===== src/rtl/wcc_pkg.sv =====
`timescale 1ns / 1ps
package wcc_pkg;

  localparam int MAX_THREADS = 32;
  localparam int TW          = $clog2(MAX_THREADS + 1);   // thread count width
  localparam int IW          = $clog2(MAX_THREADS);       // line table index width
  localparam int AW          = 64;                        // address width
  localparam int LW          = 13;                        // line size width
  localparam int CW          = 32;                        // counter width
  localparam int CFG_IW      = 8;
  localparam int IN_DW       = 96;
  localparam int OUT_DW      = 136;

  localparam logic [CFG_IW-1:0] CFG_THREADS = CFG_IW'(0);
  localparam logic [CFG_IW-1:0] CFG_LINE    = CFG_IW'(1);

  // one classified warp access waiting for the back end
  typedef struct packed {
    logic [AW-1:0] base;
    logic [AW-1:0] stride;
    logic [TW-1:0] threads;
    logic [LW-1:0] divisor;
  } wcc_job_t;

endpackage


===== src/rtl/warp_coalescing_counter_top.sv =====
`timescale 1ns / 1ps
// per thread: a bit-serial divide of the address by the line size, then a search
//   of the line table over the lines found so far
// the back end takes one warp at a time; the bit-serial line divider and the line
//   table search, one entry at a time through a search and a compare state, set the pace
// a two-entry queue takes further warps while one is worked on and a result waits
// reset (rst_n low, synchronous): counters zero, 32 threads, 128-byte lines, queue empty
module warp_coalescing_counter_top (
  input  logic                       clk,
  input  logic                       rst_n,
  input  logic                       cfg_valid,
  output logic                       cfg_ready,
  input  logic [wcc_pkg::CFG_IW-1:0] cfg_index,
  input  logic [wcc_pkg::LW-1:0]     cfg_data,
  input  logic                       in_tvalid,
  output logic                       in_tready,
  input  logic [wcc_pkg::IN_DW-1:0]  in_tdata,   // base_address[63:0], stride[95:64]
  output logic                       out_tvalid,
  input  logic                       out_tready,
  // transactions[5:0], coalesced[6], warp_count[38:7], transaction_count[70:39],
  // coalesced_count[102:71], uncoalesced_count[134:103], zero[135]
  output logic [wcc_pkg::OUT_DW-1:0] out_tdata
);
  import wcc_pkg::*;

  wcc_job_t push_job, pop_job;
  logic     push, full, pop, qvalid;

  wcc_front u_front (
    .clk, .rst_n, .cfg_valid, .cfg_ready, .cfg_index, .cfg_data,
    .in_tvalid, .in_tready, .in_tdata,
    .q_push(push), .q_job(push_job), .q_full(full)
  );

  wcc_fifo u_fifo (
    .clk, .rst_n, .push, .wdata(push_job), .full,
    .pop, .rdata(pop_job), .valid(qvalid)
  );

  wcc_back u_back (
    .clk, .rst_n, .q_valid(qvalid), .q_pop(pop), .q_job(pop_job),
    .out_tvalid, .out_tready, .out_tdata
  );

endmodule


===== src/rtl/wcc_front.sv =====
`timescale 1ns / 1ps
module wcc_front (
  input  logic                       clk,
  input  logic                       rst_n,
  input  logic                       cfg_valid,
  output logic                       cfg_ready,
  input  logic [wcc_pkg::CFG_IW-1:0] cfg_index,
  input  logic [wcc_pkg::LW-1:0]     cfg_data,
  input  logic                       in_tvalid,
  output logic                       in_tready,
  input  logic [wcc_pkg::IN_DW-1:0]  in_tdata,
  output logic                       q_push,
  output wcc_pkg::wcc_job_t          q_job,
  input  logic                       q_full
);
  import wcc_pkg::*;

  logic [TW-1:0] threads_r;
  logic [LW-1:0] line_r;

  assign cfg_ready = 1'b1;

  // configuration registers
  always_ff @(posedge clk) begin
    if (!rst_n) begin
      threads_r <= TW'(MAX_THREADS);
      line_r    <= LW'(128);
    end else if (cfg_valid) begin
      if (cfg_index == CFG_THREADS) threads_r <= cfg_data[TW-1:0];
      else if (cfg_index == CFG_LINE) line_r <= cfg_data;
    end
  end

  assign in_tready = !q_full;
  assign q_push    = in_tvalid && !q_full;

  // classify: clamp thread count, guard zero line size, sign extend stride
  always_comb begin
    q_job.base   = in_tdata[63:0];
    q_job.stride = {{32{in_tdata[95]}}, in_tdata[95:64]};
    if (threads_r == '0) q_job.threads = TW'(1);
    else if (threads_r > TW'(MAX_THREADS)) q_job.threads = TW'(MAX_THREADS);
    else q_job.threads = threads_r;
    q_job.divisor = (line_r == '0) ? LW'(1) : line_r;
  end

endmodule


===== src/rtl/wcc_fifo.sv =====
`timescale 1ns / 1ps
module wcc_fifo (
  input  logic              clk,
  input  logic              rst_n,
  input  logic              push,
  input  wcc_pkg::wcc_job_t wdata,
  output logic              full,
  input  logic              pop,
  output wcc_pkg::wcc_job_t rdata,
  output logic              valid
);
  import wcc_pkg::*;

  wcc_job_t   ent_r [2];
  logic       wp_r, rp_r;
  logic [1:0] cnt_r;

  assign full  = (cnt_r == 2'd2);
  assign valid = (cnt_r != 2'd0);
  assign rdata = ent_r[rp_r];

  // two-entry queue storage
  always_ff @(posedge clk) begin
    if (push) ent_r[wp_r] <= wdata;
  end

  // pointers and fill level
  always_ff @(posedge clk) begin
    if (!rst_n) begin
      wp_r  <= 1'b0;
      rp_r  <= 1'b0;
      cnt_r <= 2'd0;
    end else begin
      if (push) wp_r <= !wp_r;
      if (pop)  rp_r <= !rp_r;
      cnt_r <= cnt_r + 2'(push) - 2'(pop);
    end
  end

endmodule


===== src/rtl/wcc_back.sv =====
`timescale 1ns / 1ps
module wcc_back (
  input  logic                       clk,
  input  logic                       rst_n,
  input  logic                       q_valid,
  output logic                       q_pop,
  input  wcc_pkg::wcc_job_t          q_job,
  output logic                       out_tvalid,
  input  logic                       out_tready,
  output logic [wcc_pkg::OUT_DW-1:0] out_tdata
);
  import wcc_pkg::*;

  typedef enum logic [2:0] {S_IDLE, S_DIV, S_SRCH, S_CMP, S_NEXT, S_DONE} state_t;

  state_t        state_r;
  logic [AW-1:0] addr_r, stride_r, quo_r;
  logic [LW-1:0] div_r, rem_r;
  logic [5:0]    bit_r;
  logic [TW-1:0] n_r, i_r, cnt_r, k_r;
  logic [AW-1:0] line_mem [MAX_THREADS];
  logic [AW-1:0] rdata_r;
  logic          out_valid_r;
  logic [TW-1:0] res_tr_r;
  logic          res_coal_r;
  logic [CW-1:0] warps_r, trans_r, coal_r, uncoal_r;
  logic [LW:0]   trial;
  logic          qbit;

  assign q_pop      = (state_r == S_IDLE) && q_valid;
  assign out_tvalid = out_valid_r;
  assign out_tdata  = {1'b0, uncoal_r, coal_r, trans_r, warps_r, res_coal_r, res_tr_r};

  // restoring divider step, one quotient bit a cycle
  assign trial = {rem_r, quo_r[AW-1]};
  assign qbit  = (trial >= {1'b0, div_r});

  // line table, registered read
  always_ff @(posedge clk) begin
    rdata_r <= line_mem[k_r[IW-1:0]];
    if (state_r == S_SRCH && k_r == cnt_r) line_mem[cnt_r[IW-1:0]] <= quo_r;
  end

  // sequencer: per thread divide, search the line table, then report
  always_ff @(posedge clk) begin
    if (!rst_n) begin
      state_r     <= S_IDLE;
      out_valid_r <= 1'b0;
      warps_r     <= '0;
      trans_r     <= '0;
      coal_r      <= '0;
      uncoal_r    <= '0;
      i_r         <= '0;
      cnt_r       <= '0;
      k_r         <= '0;
      bit_r       <= '0;
    end else begin
      // result beat taken; the done state refills the register itself
      if (out_valid_r && out_tready && state_r != S_DONE) out_valid_r <= 1'b0;
      unique case (state_r)
        S_IDLE: begin
          if (q_valid) begin
            addr_r   <= q_job.base;
            quo_r    <= q_job.base;
            stride_r <= q_job.stride;
            n_r      <= q_job.threads;
            div_r    <= q_job.divisor;
            rem_r    <= '0;
            bit_r    <= '0;
            i_r      <= '0;
            cnt_r    <= '0;
            state_r  <= S_DIV;
          end
        end
        S_DIV: begin
          rem_r <= qbit ? LW'(trial - {1'b0, div_r}) : trial[LW-1:0];
          quo_r <= {quo_r[AW-2:0], qbit};
          bit_r <= bit_r + 6'd1;
          if (bit_r == 6'd63) begin
            k_r     <= '0;
            state_r <= S_SRCH;
          end
        end
        S_SRCH: begin
          if (k_r == cnt_r) begin
            cnt_r   <= cnt_r + TW'(1);
            state_r <= S_NEXT;
          end else begin
            state_r <= S_CMP;
          end
        end
        S_CMP: begin
          if (rdata_r == quo_r) state_r <= S_NEXT;
          else begin
            k_r     <= k_r + TW'(1);
            state_r <= S_SRCH;
          end
        end
        S_NEXT: begin
          if (i_r + TW'(1) == n_r) state_r <= S_DONE;
          else begin
            i_r     <= i_r + TW'(1);
            addr_r  <= addr_r + stride_r;
            quo_r   <= addr_r + stride_r;
            rem_r   <= '0;
            bit_r   <= '0;
            state_r <= S_DIV;
          end
        end
        S_DONE: begin
          if (!out_valid_r || out_tready) begin
            out_valid_r <= 1'b1;
            res_tr_r    <= cnt_r;
            res_coal_r  <= (cnt_r == TW'(1));
            warps_r     <= warps_r + CW'(1);
            trans_r     <= trans_r + CW'(cnt_r);
            if (cnt_r == TW'(1)) coal_r <= coal_r + CW'(1);
            else uncoal_r <= uncoal_r + CW'(1);
            state_r     <= S_IDLE;
          end
        end
        default: state_r <= S_IDLE;
      endcase
    end
  end

  a_cnt_bound: assert property (@(posedge clk) disable iff (!rst_n)
    cnt_r <= TW'(MAX_THREADS)) else $error("line count above thread limit");
  a_done_cnt: assert property (@(posedge clk) disable iff (!rst_n)
    state_r == S_DONE |-> (cnt_r >= TW'(1) && cnt_r <= n_r))
    else $error("bad line count at end of warp");
  a_thread_idx: assert property (@(posedge clk) disable iff (!rst_n)
    (state_r != S_IDLE && state_r != S_DONE) |-> (i_r < n_r && div_r != '0))
    else $error("thread index or divisor out of range");
  a_search_idx: assert property (@(posedge clk) disable iff (!rst_n)
    state_r == S_CMP |-> k_r < cnt_r) else $error("search past table fill");

endmodule

===== config.mk =====
export PLATFORM = sky130hd
export DESIGN_NAME = warp_coalescing_counter_top
export DESIGN_NICKNAME = d
export VERILOG_FILES = /design/src/rtl/wcc_pkg.sv /design/src/rtl/warp_coalescing_counter_top.sv /design/src/rtl/wcc_front.sv /design/src/rtl/wcc_fifo.sv /design/src/rtl/wcc_back.sv
export SDC_FILE = /design/constraint.sdc
export NUM_CORES = 2
export LEC_CHECK = 0
export ABC_CLOCK_PERIOD_IN_PS = 11350
export BUFFER_PORTS_ARGS = -buffer_cell sky130_fd_sc_hd__buf_4
export CAP_MARGIN = 0
export CORE_AREA = 2 2 493 495
export DETAILED_ROUTE_END_ITERATION = 16
export DIE_AREA = 0 0 495 497
export SETUP_SLACK_MARGIN = 0.05
export SYNTH_ARGS = -nofsm -noshare
export SYNTH_HDL_FRONTEND = slang
export SYNTH_SLANG_ARGS = --single-unit

===== constraint.sdc =====
create_clock -name clk -period 11.35 [get_ports clk]
set_input_delay 0 -clock clk [delete_from_list [all_inputs] [get_ports clk]]
set_output_delay 0 -clock clk [all_outputs]
set_load 0.1 [all_outputs]

==> results.yml <==
run_status:
  status: "complete, no violations"
yosys:
  yosysUniqueCellTypes: 77
  syn_area_um2: 108000
  synth_edf_count: 2477
  synth-seq-cells: 2721
  syn_inst: 5603
  ys_warn_count: 0
  avgSynthCellArea_um2: 19.3
  synth_nets: 5822
  synth_seq_area_share: 0.735
  synth_ff_type: "edfxtp_1"
  async_flop_share: 0
sta:
  tightest_slew_ns: 1.27
  fin_hold_ws_ns: 0.0732
  skew_ns: 0.0529
  period_share: 0.501
  setup_violations: 0
  period_minus_slack_ns: 5.68
  rsz0062_at_grt: "no"
  tns_ns: 0
  maxSlewHeadroom: 0.155
  hold_viol: 0
  max_freq_mhz: 176
  maxSlewViolCount: 0
drt:
  drcViolationCount: 0
  wl_per_cell_um: 28.4
  drt-pass1-iter-count: 6
  vias_per_cell: 5.81
  wl_um: 276000
  first_iter_violations: 5826
  vias: 56300
  ant_nets: 0
placed_design:
  hpwlAfterDp_um: 154000
  port_buffers: 258
  place_congestion: 0.862
  placed_cells: 8938
worst_setup_path:
  critPathKind: "reg -> reg"
  crit_path_start_kind: "register"
  cp_data_required_time_ns: 12.14
  worst_ep_arrival_time_ns: 6.48
  critPathMaxStageDelay_ns: 0.86
  crit_chain: "buf_4 > buf_12 > buf_4 > buf_4 > mux4_2 > mux4_2 > mux2_2"
  path_delay_family: "buffers and inverters"
  cpMaxStageDelayCell: "buf_4"
  crit_buf_inv: 4
  cp-end-kind: "register"
  cp_max_fo: 87
  cpMostUsedCell: "buf_4"
cts:
  clock_latency_ns: 0.93
  htree_levels: 5
  cts_buffers: 301
  cts.reportedPaths.clkPinSlew_ns: 0.06
  cts_sinks: 2721
  cts_hold_buffers: 227
  cts.path.max_buffers: 4
  root_buffer: "clkbuf_16"
  cts_tree: "built"
  postCtsSetupBuffers: 0
  cts_resized: 0
grt:
  grt_pass1_vias: 57000
  grt_overflow: 0
  antenna_found_initial: 10
  grt_max_degree: 112
  grt_usage: 0.221
  grt_pass1_wl_um: 397000
floorplanning:
  die_width_um: 495
  io_pins: 261
  rows: 180
  fp.dieArea_um2: 246000
  core_um2: 240000
  die_h_um: 497
  initial_utilization: 0.449
run:
  cap_viol_max_count: 0
power:
  power_mw: 25.7
  p_per_area_nw_per_um2: 204
  leakage_nw: 40.5
  ir_worst_vdd_mv: 0.162
cells_and_area:
  final_nets: 6502
  drive_gt1_frac: 0.259
  fill_cells: 18900
  syn_to_final_growth_pct: 17.0
  fin_cells: 9688
hold_path:
  hold_class: "in -> reg"
==> cell usage in the layout (no fill, tap or decap), types with 51 or more instances in the layout <==
cell type,Yosys,final
dlygate4sd3_1,0,227
clkinv_2,0,51
mux2_2,132,132
clkbuf_16,0,307
buf_4,3,413
dfxtp_1,244,238
nor2_1,300,265
xnor2_1,86,86
o21ai_0,111,111
a21oi_1,138,138
clkbuf_1,209,60
mux2i_1,92,92
mux4_2,640,640
nand2_1,253,252
edfxtp_1,2477,2477
ha_1,94,94
nand3_1,70,70
xor2_1,177,177
nand4_1,55,55
==> cell usage after synthesis, types with 13 or more instances <==
| cell type | instances | area share |
|---|---|---|
| nand2_1 | 253 | 0.0088 |
| o311ai_0 | 15 | 0.0012 |
| o21ai_0 | 111 | 0.0052 |
| clkbuf_1 | 209 | 0.0073 |
| o21bai_1 | 21 | 0.0015 |
| xnor2_1 | 86 | 0.0070 |
| nor2b_1 | 18 | 0.0010 |
| nor3_1 | 27 | 0.0013 |
| nand3_1 | 70 | 0.0032 |
| mux2i_1 | 92 | 0.0085 |
| and2_1 | 17 | 0.00099 |
| nor2_1 | 300 | 0.010 |
| ha_1 | 94 | 0.011 |
| a21o_1 | 37 | 0.0026 |
| nand4_1 | 55 | 0.0032 |
| edfxtp_1 | 2477 | 0.69 |
| inv_1 | 48 | 0.0017 |
| a21oi_1 | 138 | 0.0064 |
| nand2b_1 | 13 | 0.00075 |
| mux2_2 | 132 | 0.014 |
| nor4_1 | 28 | 0.0016 |
| and3_1 | 39 | 0.0023 |
| buf_1 | 48 | 0.0017 |
| xor2_1 | 177 | 0.014 |
| or3_1 | 28 | 0.0016 |
| dfxtp_1 | 244 | 0.045 |
| o211ai_1 | 26 | 0.0018 |
| mux4_2 | 640 | 0.13 |
==> worst min-delay path, cell delays in order <==
cell,delay (ns)
dlygate4sd3_1,0.53
buf_4,0.22
o21ai_0,0.11
a21oi_1,0.04
==> through the flow <==
stage                     cell area (um2)  worst slack (ns)   util
after floorplan                    108000              4.52      -
after global placement             114000              5.48  0.476
after CTS                          126000              5.45  0.525
after detailed placement           114000              5.45  0.476
final                              126000              5.67  0.525
after global routing               126000              5.09  0.525
==> worst paths after layout <==
path	start	endpoint	slack, ns	depth (start not counted)
setup / recovery	u_back.k_r[0]	u_back.rdata_r[17]	5.67	7
hold / removal	rst_n	u_back.cnt_r[2]	0.07	4
setup reg to reg	u_back.k_r[0]	u_back.rdata_r[17]	5.67	7
hold reg to reg	u_back.i_r[5]	u_back.i_r[5]	0.47	2
==> cell type report <==
class	instances	area, um2	area share
Timing Repair Buffer	644	5450	0.0432
Clock inverter	133	1340	0.0107
Sequential cell	2721	79300	0.628
Tap cell	3185	3990	0.0316
Multi-Input combinational cell	2566	27700	0.220
Antenna cell	1	2.50	0.0000198
Inverter	49	186	0.00148
Clock buffer	389	8200	0.0650
==> report_power, final <==
| part | leakage [nW] | switching (mW) | total (mW) | internal, mW |
|---|---|---|---|---|
| sequential | 24.4 | 0.197 | 12.4 | 12.2 |
| clock | 4.70 | 3.85 | 9.53 | 5.68 |
| combinational | 11.4 | 2.64 | 3.74 | 1.10 |
| total | 40.5 | 6.69 | 25.7 | 19.0 |
==> cells by family after synthesis <==
| family | share of synthesized area |
|---|---|
| AO/OA/AOI/OAI | 0.0271 |
| XOR/XNOR | 0.0214 |
| buffers and inverters | 0.0112 |
| AND/OR/NAND/NOR | 0.0381 |
| flip-flops | 0.735 |
| other | 0.0000696 |
| multiplexers | 0.156 |
| adder cells (fa/ha/maj) | 0.0115 |
==> metal layers <==
layer | part of all wire | up-vias | global-route usage
met1 | 0.43 | 29900 | 0.322
li1 | - | 24000 | -
met2 | 0.49 | 2044 | 0.356
met5 | 0 | - | 0
met3 | 0.064 | 405 | 0.0290
met4 | 0.022 | 0 | 0.0526
==> sequential cells by signal, indices dropped and copies added (netlist names), 32 cells and up, named ones only <==
signal           count
u_back.quo_r        64
u_back.line_mem   2048
u_back.warps_r      32
u_back.coal_r       32
u_back.addr_r       64
u_fifo.ent_r       230
u_back.rdata_r      64
u_back.uncoal_r     32
u_back.stride_r     32
u_back.trans_r      32
(Power assumes the default switching activity.)
